$ cat src/rtl/pcfb_pkg.sv
// ---------------------------------------------------------------------------
// pcfb_pkg
// shared types and constants of the pulse count frame builder
// ---------------------------------------------------------------------------
package pcfb_pkg;

	localparam int FRAME_ITEMS_DEF = 64;

	localparam logic [14:0] HALF_MAX     = 15'h7FFF;
	localparam logic [7:0]  DEFAULT_STEP = 8'd5;

	// register indexes of the configuration port
	localparam logic [2:0] REG_OFF_CODE   = 3'd0;
	localparam logic [2:0] REG_MIN_TEMP   = 3'd1;
	localparam logic [2:0] REG_MAX_TEMP   = 3'd2;
	localparam logic [2:0] REG_TEMP_STEP  = 3'd3;
	localparam logic [2:0] REG_SYNC_LOW   = 3'd4;
	localparam logic [2:0] REG_PULSE_HIGH = 3'd5;
	localparam logic [2:0] REG_PULSE_LOW  = 3'd6;

	typedef struct packed {
		logic [7:0]  off_code;
		logic [7:0]  min_temp;
		logic [7:0]  max_temp;
		logic [7:0]  temp_step;
		logic [19:0] sync_low_ticks;
		logic [14:0] pulse_high_ticks;
		logic [14:0] pulse_low_ticks;
	} cfg_t;

	typedef struct packed {
		logic [14:0] second_duration;
		logic        second_level;
		logic [14:0] first_duration;
		logic        first_level;
	} item_t;

endpackage

$ cat src/rtl/pulse_count_frame_builder_unit.sv
// ---------------------------------------------------------------------------
// pulse_count_frame_builder_unit
// turns heater commands into frames of pulse-count waveform items
// ---------------------------------------------------------------------------
// each command request (off flag in tuser, signed target in sixteenths of a
// degree in tdata) becomes one frame on the master side: sync-low items of
// up to two 32767-tick halves, one high/low item per pulse of the code, and
// an all-zero item flagged tlast; a frame holds at most FRAME_ITEMS items with
// the end marker. the front runs a heat request through a 9-step restoring
// divider, takes an off request straight to its push state, then drops the
// code into a two-entry queue; the back sends one item per cycle from its
// output register while the master side is ready, emits no item as it pops
// the code or at either phase change, and takes the next code only once the
// end marker has entered its output register. the user must write registers
// via cfg_we/cfg_index/cfg_data only while idle; the block does not check.
module pulse_count_frame_builder_unit #(
	parameter int FRAME_ITEMS = pcfb_pkg::FRAME_ITEMS_DEF
) (
	input  logic        clk,
	input  logic        arst_n,
	// configuration write port
	input  logic        cfg_we,
	input  logic [2:0]  cfg_index,
	input  logic [19:0] cfg_data,
	// command requests
	input  logic        s_axis_tvalid,
	output logic        s_axis_tready,
	input  logic [15:0] s_axis_tdata,   // [13:0] target_temp_q4, [15:14] zero
	input  logic [0:0]  s_axis_tuser,   // [0] mode_off
	// waveform items
	output logic        m_axis_tvalid,
	input  logic        m_axis_tready,
	output logic [31:0] m_axis_tdata,   // [0] first_level, [15:1] first_duration,
	                                    // [16] second_level, [31:17] second_duration
	output logic        m_axis_tlast    // last_item
);

	pcfb_pkg::cfg_t  cfg_q;
	pcfb_pkg::item_t item;

	logic       push;
	logic       full;
	logic [7:0] code_in;
	logic       pop;
	logic       code_valid;
	logic [7:0] code_out;

	// configuration registers
	always_ff @(posedge clk or negedge arst_n) begin
		if (!arst_n) begin
			cfg_q.off_code         <= 8'd0;
			cfg_q.min_temp         <= 8'd0;
			cfg_q.max_temp         <= 8'd255;
			cfg_q.temp_step        <= 8'd5;
			cfg_q.sync_low_ticks   <= 20'd120000;
			cfg_q.pulse_high_ticks <= 15'd2000;
			cfg_q.pulse_low_ticks  <= 15'd2000;
		end else if (cfg_we) begin
			unique case (cfg_index)
				pcfb_pkg::REG_OFF_CODE:   cfg_q.off_code         <= cfg_data[7:0];
				pcfb_pkg::REG_MIN_TEMP:   cfg_q.min_temp         <= cfg_data[7:0];
				pcfb_pkg::REG_MAX_TEMP:   cfg_q.max_temp         <= cfg_data[7:0];
				pcfb_pkg::REG_TEMP_STEP:  cfg_q.temp_step        <= cfg_data[7:0];
				pcfb_pkg::REG_SYNC_LOW:   cfg_q.sync_low_ticks   <= cfg_data;
				pcfb_pkg::REG_PULSE_HIGH: cfg_q.pulse_high_ticks <= cfg_data[14:0];
				pcfb_pkg::REG_PULSE_LOW:  cfg_q.pulse_low_ticks  <= cfg_data[14:0];
				default: ;  // unknown index, write dropped
			endcase
		end
	end

	// front: command to pulse code
	pcfb_front u_front (
		.clk            (clk),
		.arst_n         (arst_n),
		.cfg            (cfg_q),
		.cmd_valid      (s_axis_tvalid),
		.cmd_ready      (s_axis_tready),
		.mode_off       (s_axis_tuser[0]),
		.target_temp_q4 ($signed(s_axis_tdata[13:0])),
		.push           (push),
		.full           (full),
		.code           (code_in)
	);

	// code queue, lets the front run ahead of a long frame
	pcfb_fifo u_fifo (
		.clk    (clk),
		.arst_n (arst_n),
		.push   (push),
		.wdata  (code_in),
		.full   (full),
		.pop    (pop),
		.valid  (code_valid),
		.rdata  (code_out)
	);

	// back: code to frame of items
	pcfb_back #(
		.FRAME_ITEMS (FRAME_ITEMS)
	) u_back (
		.clk        (clk),
		.arst_n     (arst_n),
		.cfg        (cfg_q),
		.code_valid (code_valid),
		.code       (code_out),
		.pop        (pop),
		.out_valid  (m_axis_tvalid),
		.out_ready  (m_axis_tready),
		.out_item   (item),
		.out_last   (m_axis_tlast)
	);

	assign m_axis_tdata = item;

`ifndef SYNTH
	// the end marker carries no waveform
	a_marker_zero: assert property (@(posedge clk) disable iff (!arst_n)
		m_axis_tvalid && m_axis_tlast |-> m_axis_tdata == 32'd0)
		else $error("end marker with nonzero payload");

	// the front never writes into a full queue
	a_no_overflow: assert property (@(posedge clk) disable iff (!arst_n)
		push |-> !full)
		else $error("code queue overflow");

	// the front never takes two command requests back to back
	a_front_busy: assert property (@(posedge clk) disable iff (!arst_n)
		s_axis_tvalid && s_axis_tready |=> !s_axis_tready)
		else $error("front took two requests back to back");

	// the back only pops a code it can see
	a_pop_valid: assert property (@(posedge clk) disable iff (!arst_n)
		pop |-> code_valid)
		else $error("pop from empty code queue");
`endif

endmodule

$ cat src/rtl/pcfb_front.sv
// ---------------------------------------------------------------------------
// pcfb_front
// takes commands and turns them into 8-bit pulse codes
// ---------------------------------------------------------------------------
module pcfb_front (
	input  logic              clk,
	input  logic              arst_n,
	input  pcfb_pkg::cfg_t    cfg,
	input  logic              cmd_valid,
	output logic              cmd_ready,
	input  logic              mode_off,
	input  logic signed [13:0] target_temp_q4,
	output logic              push,
	input  logic              full,
	output logic [7:0]        code
);

	localparam logic [1:0] F_IDLE = 2'd0;
	localparam logic [1:0] F_DIV  = 2'd1;
	localparam logic [1:0] F_PUSH = 2'd2;

	logic [1:0]  state_q;
	logic [3:0]  cnt_q;
	logic [8:0]  num_q;
	logic [7:0]  rem_q;
	logic [7:0]  step_q;
	logic        neg_q;
	logic        off_q;

	logic [7:0]         step_eff;
	logic [13:0]        mag;
	logic [14:0]        mag_rnd;
	logic signed [10:0] deg;
	logic signed [10:0] deg_lo;
	logic signed [10:0] deg_c;
	logic signed [10:0] lo_s;
	logic signed [10:0] hi_s;
	logic signed [10:0] numer;
	logic [10:0]        numer_abs;
	logic [8:0]         trial;
	logic               fits;
	logic [16:0]        prod;
	logic [7:0]         prod_s;

	assign cmd_ready = (state_q == F_IDLE);
	assign step_eff  = (cfg.temp_step == 8'd0) ? pcfb_pkg::DEFAULT_STEP : cfg.temp_step;

	// round half away from zero to whole degrees, then clamp and form the numerator
	always_comb begin
		mag     = target_temp_q4[13] ? 14'(-target_temp_q4) : 14'(target_temp_q4);
		mag_rnd = {1'b0, mag} + 15'd8;
		deg     = target_temp_q4[13] ? -$signed({1'b0, mag_rnd[13:4]})
		                             :  $signed({1'b0, mag_rnd[13:4]});
		lo_s    = $signed({3'b000, cfg.min_temp});
		hi_s    = $signed({3'b000, cfg.max_temp});
		deg_lo  = (deg < lo_s) ? lo_s : deg;
		deg_c   = (deg_lo > hi_s) ? hi_s : deg_lo;
		numer   = deg_c - lo_s + $signed({4'b0000, step_eff[7:1]});
		numer_abs = numer[10] ? 11'(-numer) : 11'(numer);
	end

	// one restoring divider step
	always_comb begin
		trial = {rem_q, num_q[8]};
		fits  = (trial >= {1'b0, step_q});
	end

	always_comb begin
		prod   = num_q * step_q;
		prod_s = neg_q ? 8'(-prod[7:0]) : prod[7:0];
		code   = off_q ? rem_q : 8'(cfg.min_temp + prod_s);
	end

	assign push = (state_q == F_PUSH) && !full;

	always_ff @(posedge clk or negedge arst_n) begin
		if (!arst_n) begin
			state_q <= F_IDLE;
			cnt_q   <= '0;
		end else begin
			unique case (state_q)
				F_IDLE: begin
					if (cmd_valid) begin
						cnt_q   <= 4'd9;
						state_q <= mode_off ? F_PUSH : F_DIV;
					end
				end
				F_DIV: begin
					cnt_q <= cnt_q - 4'd1;
					if (cnt_q == 4'd1) state_q <= F_PUSH;
				end
				F_PUSH: begin
					if (!full) state_q <= F_IDLE;
				end
				default: state_q <= F_IDLE;
			endcase
		end
	end

	// datapath: rem_q doubles as the stored off code
	always_ff @(posedge clk) begin
		if (state_q == F_IDLE && cmd_valid) begin
			off_q  <= mode_off;
			step_q <= step_eff;
			neg_q  <= numer[10];
			num_q  <= numer_abs[8:0];
			rem_q  <= mode_off ? cfg.off_code : 8'd0;
		end else if (state_q == F_DIV) begin
			rem_q <= fits ? 8'(trial - {1'b0, step_q}) : trial[7:0];
			num_q <= {num_q[7:0], fits};
		end
	end

endmodule

$ cat src/rtl/pcfb_fifo.sv
// ---------------------------------------------------------------------------
// pcfb_fifo
// two-entry code queue between front and back
// ---------------------------------------------------------------------------
module pcfb_fifo (
	input  logic       clk,
	input  logic       arst_n,
	input  logic       push,
	input  logic [7:0] wdata,
	output logic       full,
	input  logic       pop,
	output logic       valid,
	output logic [7:0] rdata
);

	logic [7:0] mem_q [2];
	logic       wr_q;
	logic       rd_q;
	logic [1:0] cnt_q;

	assign full  = (cnt_q == 2'd2);
	assign valid = (cnt_q != 2'd0);
	assign rdata = mem_q[rd_q];

	always_ff @(posedge clk or negedge arst_n) begin
		if (!arst_n) begin
			wr_q  <= 1'b0;
			rd_q  <= 1'b0;
			cnt_q <= 2'd0;
		end else begin
			if (push) wr_q <= !wr_q;
			if (pop)  rd_q <= !rd_q;
			cnt_q <= cnt_q + {1'b0, push} - {1'b0, pop};
		end
	end

	always_ff @(posedge clk) begin
		if (push) mem_q[wr_q] <= wdata;
	end

endmodule

$ cat src/rtl/pcfb_back.sv
// ---------------------------------------------------------------------------
// pcfb_back
// expands one pulse code into a frame of waveform items
// ---------------------------------------------------------------------------
module pcfb_back #(
	parameter int FRAME_ITEMS = pcfb_pkg::FRAME_ITEMS_DEF
) (
	input  logic            clk,
	input  logic            arst_n,
	input  pcfb_pkg::cfg_t  cfg,
	input  logic            code_valid,
	input  logic [7:0]      code,
	output logic            pop,
	output logic            out_valid,
	input  logic            out_ready,
	output pcfb_pkg::item_t out_item,
	output logic            out_last
);

	localparam int CNT_W = (FRAME_ITEMS > 2) ? $clog2(FRAME_ITEMS) : 1;
	localparam logic [CNT_W-1:0] CAP = CNT_W'(FRAME_ITEMS - 1);

	localparam logic [1:0] B_IDLE  = 2'd0;
	localparam logic [1:0] B_SYNC  = 2'd1;
	localparam logic [1:0] B_PULSE = 2'd2;
	localparam logic [1:0] B_END   = 2'd3;

	logic [1:0]       state_q;
	logic [19:0]      sync_left_q;
	logic [7:0]       pulses_left_q;
	logic [CNT_W-1:0] n_q;
	logic             out_valid_q;
	logic             last_q;
	pcfb_pkg::item_t  item_q;

	logic        room;
	logic        at_cap;
	logic        sync_done;
	logic        pulse_done;
	logic        emit;
	logic [14:0] d0;
	logic [19:0] r1;
	logic [14:0] d1;

	assign room       = !out_valid_q || out_ready;
	assign at_cap     = (n_q == CAP);
	assign sync_done  = (sync_left_q == 20'd0) || at_cap;
	assign pulse_done = (pulses_left_q == 8'd0) || at_cap;
	assign pop        = (state_q == B_IDLE) && code_valid;
	assign out_valid  = out_valid_q;
	assign out_item   = item_q;
	assign out_last   = last_q;

	always_comb begin
		d0 = (sync_left_q > {5'd0, pcfb_pkg::HALF_MAX}) ? pcfb_pkg::HALF_MAX : sync_left_q[14:0];
		r1 = sync_left_q - {5'd0, d0};
		d1 = (r1 > {5'd0, pcfb_pkg::HALF_MAX}) ? pcfb_pkg::HALF_MAX : r1[14:0];
	end

	// a new item enters the output register this cycle
	always_comb begin
		unique case (state_q)
			B_SYNC:  emit = room && !sync_done;
			B_PULSE: emit = room && !pulse_done;
			B_END:   emit = room;
			default: emit = 1'b0;
		endcase
	end

	always_ff @(posedge clk or negedge arst_n) begin
		if (!arst_n) begin
			state_q       <= B_IDLE;
			sync_left_q   <= '0;
			pulses_left_q <= '0;
			n_q           <= '0;
			out_valid_q   <= 1'b0;
		end else begin
			out_valid_q <= emit || (out_valid_q && !out_ready);
			unique case (state_q)
				B_IDLE: begin
					if (code_valid) begin
						sync_left_q   <= cfg.sync_low_ticks;
						pulses_left_q <= code;
						n_q           <= '0;
						state_q       <= B_SYNC;
					end
				end
				B_SYNC: begin
					if (room) begin
						if (sync_done) begin
							state_q <= B_PULSE;
						end else begin
							sync_left_q <= r1 - {5'd0, d1};
							n_q         <= n_q + CNT_W'(1);
						end
					end
				end
				B_PULSE: begin
					if (room) begin
						if (pulse_done) begin
							state_q <= B_END;
						end else begin
							pulses_left_q <= pulses_left_q - 8'd1;
							n_q           <= n_q + CNT_W'(1);
						end
					end
				end
				B_END: begin
					if (room) begin
						state_q <= B_IDLE;
					end
				end
				default: state_q <= B_IDLE;
			endcase
		end
	end

	always_ff @(posedge clk) begin
		if (room) begin
			if (state_q == B_SYNC) begin
				item_q.first_level     <= 1'b0;
				item_q.first_duration  <= d0;
				item_q.second_level    <= 1'b0;
				item_q.second_duration <= d1;
				last_q                 <= 1'b0;
			end else if (state_q == B_PULSE) begin
				item_q.first_level     <= 1'b1;
				item_q.first_duration  <= cfg.pulse_high_ticks;
				item_q.second_level    <= 1'b0;
				item_q.second_duration <= cfg.pulse_low_ticks;
				last_q                 <= 1'b0;
			end else if (state_q == B_END) begin
				item_q <= '0;
				last_q <= 1'b1;
			end
		end
	end

endmodule

$ cat config.mk
export PLATFORM = sky130hd
export DESIGN_NAME = pulse_count_frame_builder_unit
export DESIGN_NICKNAME = d
export VERILOG_FILES = /design/src/rtl/pcfb_pkg.sv /design/src/rtl/pulse_count_frame_builder_unit.sv /design/src/rtl/pcfb_front.sv /design/src/rtl/pcfb_fifo.sv /design/src/rtl/pcfb_back.sv
export SDC_FILE = /design/constraint.sdc
export NUM_CORES = 1
export LEC_CHECK = 0
export BUFFER_PORTS_ARGS = -buffer_cell sky130_fd_sc_hd__buf_2
export CAP_MARGIN = 10
export CORE_ASPECT_RATIO = 1.5
export CORE_UTILIZATION = 40
export DETAILED_ROUTE_END_ITERATION = 6
export GPL_TIMING_DRIVEN = 0
export PLACE_DENSITY = 0.59
export SYNTH_ARGS = -nofsm -noshare
export SYNTH_HDL_FRONTEND = slang
export SYNTH_SLANG_ARGS = --single-unit
$ cat constraint.sdc
create_clock -name clk -period 10.98 [get_ports clk]
set_input_delay 2.196 -clock clk [delete_from_list [all_inputs] [get_ports clk]]
set_output_delay 2.196 -clock clk [all_outputs]
set_load 0.005 [all_outputs]
==> results.toml, run 1 <==
[outcome]
status = "finished, violations left"
violations = "DRC"

[clock_network]
clk_pin_slew_ps = 60
clock_sinks = 204
cts_tree = "done"
clock_latency_ps = 530
cts_root_buf = "clkbuf_16"
cts_made_buffers = 21
h-tree-depth = 1
clock_path_buffers = 3

[pwr]
total_power_mw = 5.91
p_leak_nw = 6.35
ir_drop_uv = 275
pwr_density_cell_mw_per_mm2 = 377

[worst_setup_path]
worst_path_max_delay_cell = "fa_1"
crit_required_ps = 11250
slowest_delay_ps = 590
crit_path_end_kind = "register"
cpMostUsedCell = "o21ai_1"
critical_path.max_fanout = 5
crit_buf_inv = 5
crit_family = "compound AO/OA/AOI/OAI gates"
r2r_slack_ps = 3240
criticalPathCategory = "in -> reg"
start_kind = "primary input"
arrival_ps = 10760

[synth]
synth_nets = 1564
synth_seq_cells = 204
synth_flop_cell = "dfrtp_1"
synth_top_area_frac = 0.184
synthArstFlopShare = 0.632
yosys.area.top_type = "dfrtp_1"
synth_edf_count = 75
ys_seq_area_frac = 0.405
ys_types = 82
yosysWarnings = 0
synth_cells = 1421
synth_area_per_cell_um2 = 9.59
synthTopCellsByArea = "dfrtp_1, edfxtp_1, mux2_2"
synth_area_mm2 = 0.0136

[timing]
worst_slew_pin_slew_ps = 1040
drv_slew = 0
fin_skew_ps = 21.8
max_slew_margin = 0.298
max_freq_mhz = 95.3
hold_viol_final = 0
setup_viol = 0
min_period_over_period = 0.956
finalCriticalPeriod_ps = 10500
setup-tns-final_ps = 0
rsz0062_at_grt = "yes"

[cells_and_area]
n_antenna_cell = 0
layout.cells.non_filler = 1969
finalNetCount = 1677
layout-drive-gt1-share = 0.194
finalInstanceArea_mm2 = 0.0157
layout_commonest_cell = "nand2_1"
area_growth_pct = 15.0
layout_common_cells = "nand2_1, a21oi_1, dfrtp_1, o21ai_0, nor2_1"

[global_routing]
grt.overflow.total = 0
grt_pass1_vias = 11300
gr-usage-all-layers = 0.219
grt_max_degree = 79
antenna_found_initial = 3
grt_pass1_wl_mm = 59.8

[route]
via_per_inst = 5.59
drtPass1Iterations = 7
drt-wirelength-per-cell_um = 19.1
drcViolationCount = 10
wl_mm = 37.6
drtAntennaViolNets = 0
drt_first_iter_violations = 608
num_vias = 11000

[placed_design]
place.gp.congestion = 0.912
place_area_mm2 = 0.0147
dp_hpwl_mm = 28.9
placed_cells = 1913
port_buffers = 69

[floorplan]
ios = 80
die_w_um = 153
die_h_um = 228
initial_core_util = 0.408
dieArea_mm2 = 0.0348
core-area_mm2 = 0.0334
std_cell_rows = 82

[job]
cap_violations = 0

[min_path]
hp-class = "reg -> reg"
routing by layer:
metal	track usage	share of wire	wire length [µm]	vias up
met5	0	0.0011	41	-
met4	0.138	0.066	2480	6
met3	0.0260	0.043	1610	124
met2	0.400	0.51	19100	326
met1	0.238	0.38	14300	5261
li1	-	-	-	5291
worst paths after layout:
path	endpoint	depth (start not counted)	from
setup / recovery	u_front.num_q[8]	48	s_axis_tdata[1]
hold / removal	u_front.cnt_q[3]	1	u_front.cnt_q[3]
setup reg to reg	u_front.num_q[8]	40	cfg_q[67]
hold reg to reg	u_front.cnt_q[3]	1	u_front.cnt_q[3]
max in group asynchronous	cfg_q[44]	2	arst_n
min in group asynchronous	u_back.sync_left_q[15]	1	arst_n
synth_stat cells, types with 8 or more instances:
cell type,n
o21ai_0,96
edfxtp_1,75
dfstp_2,29
inv_1,83
nand4b_1,8
nand2b_1,15
nor2b_1,12
ha_1,77
nor3_1,27
nand3_1,35
a21oi_1,116
o21a_1,10
and2_1,28
a31oi_1,24
nor3b_1,8
nor2_1,91
dfrtp_1,100
a211oi_1,8
nand2_1,128
o21bai_1,9
clkbuf_1,71
or3_1,11
a21o_1,10
nand4_1,11
xnor2_1,55
fa_1,21
o21ai_1,8
o31ai_1,10
mux2i_1,14
xor2_1,26
mux2_2,88
nor4_1,11
metrics by stage:
step / hold slack [ps] / setup WS [ps] / utilization
floorplan: 446 / 17.0 / -
global placement: 472 / -954 / 0.437
detailed placement: 481 / -1030 / 0.439
CTS: 489 / 22.5 / 0.463
global route: 527 / -22.6 / 0.469
finish: 500 / 482 / 0.469
where the power goes:
part | switching (mW) | total [mW] | internal [mW]
sequential | 0.218 | 1.46 | 1.24
combinational | 2.16 | 3.72 | 1.56
clock | 0.311 | 0.724 | 0.413
flip-flops by register name (all words and copies together), names as in the netlist, 2 cells and up:
register              count
u_back.n_q                6
u_front.rem_q             8
u_back.out_item          31
u_back.sync_left_q       20
u_front.step_q            8
u_front.cnt_q             4
u_fifo.mem_q             16
u_front.state_q           2
u_back.pulses_left_q      8
u_back.state_q            2
u_front.num_q             9
cfg_q                    82
u_fifo.cnt_q              2
what timing repair did:
item / 4_1_cts / 5_1_grt
pin swaps: 14 / 33
cloned: 1 / 0
setup buffers: 10 / 11
endpoints found under the hold margin: 0 / 0
hold buffers: 0 / 0
gates resized for setup: 17 / 27
endpoints found under the setup margin: 9 / 9
cell families (layout without fill, tap and decap cells):
group,count (synthesis),after routing,synth area share
AOI/OAI and AO/OA,347,347,0.153
xor gates and xnor gates,82,82,0.0532
adders and majority gates,98,98,0.102
buffers and inverters,164,292,0.0478
DFF,204,204,0.405
muxes,102,102,0.0830
other,1,1,0.000275
and+or+nand+nor,423,423,0.156
layout make-up:
type / instances / area (µm²)
plain buffers: 74 / 347
clock buffers: 28 / 603
clock inverters: 10 / 87.6
fillers: 3205 / 17800
inverters: 86 / 333
multi-input cells: 1053 / 7670
flip-flops and latches: 204 / 5520
well taps: 420 / 526
repair buffers: 94 / 588
(Power assumes the default switching activity.)
==> run 2, diff against run 1 <==
==> constraint.sdc (replaced) <==
create_clock -name clk -period 10.98 [get_ports clk]
set_input_delay 1.647 -clock clk [delete_from_list [all_inputs] [get_ports clk]]
set_output_delay 1.647 -clock clk [all_outputs]
set_load 0.005 [all_outputs]
==> run 2 against run 1 <==
The run still ends with DRC left. Critical path type unchanged. Combinational power decreased by 3%. Design area decreased by 1.8%. Clock skew shrank 11 ps. Core utilization shrank 0.83 points. First-iteration DRC count fell by 5.4%. Non-clock buffer count decreased by 14. Worst hold slack got worse by 1.8 ps. Clock power is 0.7% lower. Global-route usage fell by 0.15 points. Critical path depth grew 1.
==> results.toml, run 2 (same netlist as run 1, synthesis figures left out) <==
[clock_network]
h-tree-depth = 1
clock_latency_ps = 510
cts_root_buf = "clkbuf_16"
cts_made_buffers = 21
holdBufCountCts = 0
clk_pin_slew_ps = 60
cts_tree = "done"
clock_sinks = 204
clock_path_buffers = 3

[worst_setup_path]
r2r_slack_ps = 2950
cpMostUsedCell = "o21ai_1"
crit_path_end_kind = "register"
criticalPathCategory = "in -> reg"
worst_path_max_delay_cell = "fa_1"
start_kind = "primary input"
critical_path.max_fanout = 10
slowest_delay_ps = 570
crit_required_ps = 11330
arrival_ps = 10880

[floorplan]
initial_core_util = 0.408
core-area_mm2 = 0.0334
std_cell_rows = 82
die_h_um = 228
dieArea_mm2 = 0.0348
die_w_um = 153
ios = 80

[placed_design]
place_area_mm2 = 0.0146
port_buffers = 69
place.gp.congestion = 0.913
dp_hpwl_mm = 28.9

[outcome]
violations = "DRC"
status = "finished, violations left"

[pwr]
pwr_density_cell_mw_per_mm2 = 376
total_power_mw = 5.78
p_leak_nw = 6.22
ir_drop_uv = 206

[route]
drtPass1Iterations = 7
drcViolationCount = 9
drt-wirelength-per-cell_um = 19.1
wl_mm = 37.3
drtAntennaViolNets = 0
via_per_inst = 5.59
num_vias = 10900
drt_first_iter_violations = 575

[timing]
min_period_over_period = 0.959
setup-tns-final_ps = 0
worst_slew_pin_slew_ps = 1080
fin_skew_ps = 11.1
fin_hold_ws_ps = 498
hold_viol_final = 0
max_slew_margin = 0.277
setup_viol = 0
drv_slew = 0
max_freq_mhz = 94.9
finalCriticalPeriod_ps = 10530

[cells_and_area]
fill_cells = 3197
top_register = "cfg_q"
area_growth_pct = 12.9
layout_commonest_cell = "nand2_1"
finalNetCount = 1663
largest_reg_flops = 82
finalInstanceArea_mm2 = 0.0154
n_antenna_cell = 0
layout_common_cells = "nand2_1, a21oi_1, dfrtp_1, o21ai_0, nor2_1"
layout-drive-gt1-share = 0.175

[global_routing]
grt.overflow.total = 0
grt_pass1_vias = 11100
gr-usage-all-layers = 0.217
grt_pass1_wl_mm = 59.8
antenna_found_initial = 3
grt_max_degree = 80

[min_path]
hp-class = "reg -> reg"

[job]
cap_violations = 0
==> run 2: changes by cell type in the layout (fill, tap and decap cells not counted), sizes merged <==
cell           before  now
clkbuf             96   97
clkinv              7    5
inv                87   85
clkdlybuf4s18       1    0
clkinvlp            1    2
buf                99   87
==> run 2: per-stage QoR <==
step / setup WS (ps) / util / std cells
2_1_floorplan: 81.1 / - / 1421
3_3_place_gp: -1280 / 0.434 / 1910
3_5_place_dp: -1360 / 0.435 / 1912
4_1_cts: 21.6 / 0.458 / 1952
5_1_grt: -16.0 / 0.460 / 1954
6_report: 445 / 0.460 / 1954
==> run 2: cell type report <==
| class | count | area (µm²) | area share |
|---|---|---|---|
| Timing Repair Buffer | 79 | 447 | 0.0290 |
| Multi-Input combinational cell | 1053 | 7550 | 0.491 |
| Buffer | 75 | 337 | 0.0219 |
| Tap cell | 420 | 526 | 0.0341 |
| Clock buffer | 30 | 622 | 0.0404 |
| Clock inverter | 7 | 65.1 | 0.00423 |
| Sequential cell | 204 | 5520 | 0.358 |
| Inverter | 86 | 328 | 0.0213 |
==> run 2: power breakdown <==
| part | switching, mW | internal (mW) |
|---|---|---|
| Combinational | 2.11 | 1.49 |
| Clock | 0.301 | 0.419 |
| Sequential | 0.221 | 1.24 |
==> run 2: worst paths after layout <==
check | start | end | depth (start not counted)
worst min-delay path | u_fifo.wr_q | u_fifo.wr_q | 1
worst max-delay path | s_axis_tdata[2] | u_front.num_q[7] | 49
worst min register to register | u_fifo.wr_q | u_fifo.wr_q | 1
min in group asynchronous | arst_n | u_back.sync_left_q[9] | 1
worst max register to register | cfg_q[67] | u_front.num_q[7] | 39
max in group asynchronous | arst_n | cfg_q[50] | 2
==> run 2: metal layers <==
metal  vias up  share of wire  track usage
met5         -        0.00094            0
met4         6          0.054        0.118
met3        97          0.043       0.0234
met2       304           0.52        0.396
met1      5253           0.38        0.247
li1       5255              -            -
==> run 2: what timing repair did <==
action,4_1_cts,5_1_grt
endpoints found under the hold margin,0,0
endpoints found under the setup margin,9,9
resized for setup,10,18
setup buffers,5,3
pin swaps,2,11
==> run 2: worst max-delay path, delay by kind of cell <==
family | cells | cell delay, ps
compound gates | 21 | 3380
fa+ha+maj | 7 | 2180
mux | 3 | 980
xor+xnor | 4 | 640
buf+inv | 6 | 770
simple gates | 8 | 1260
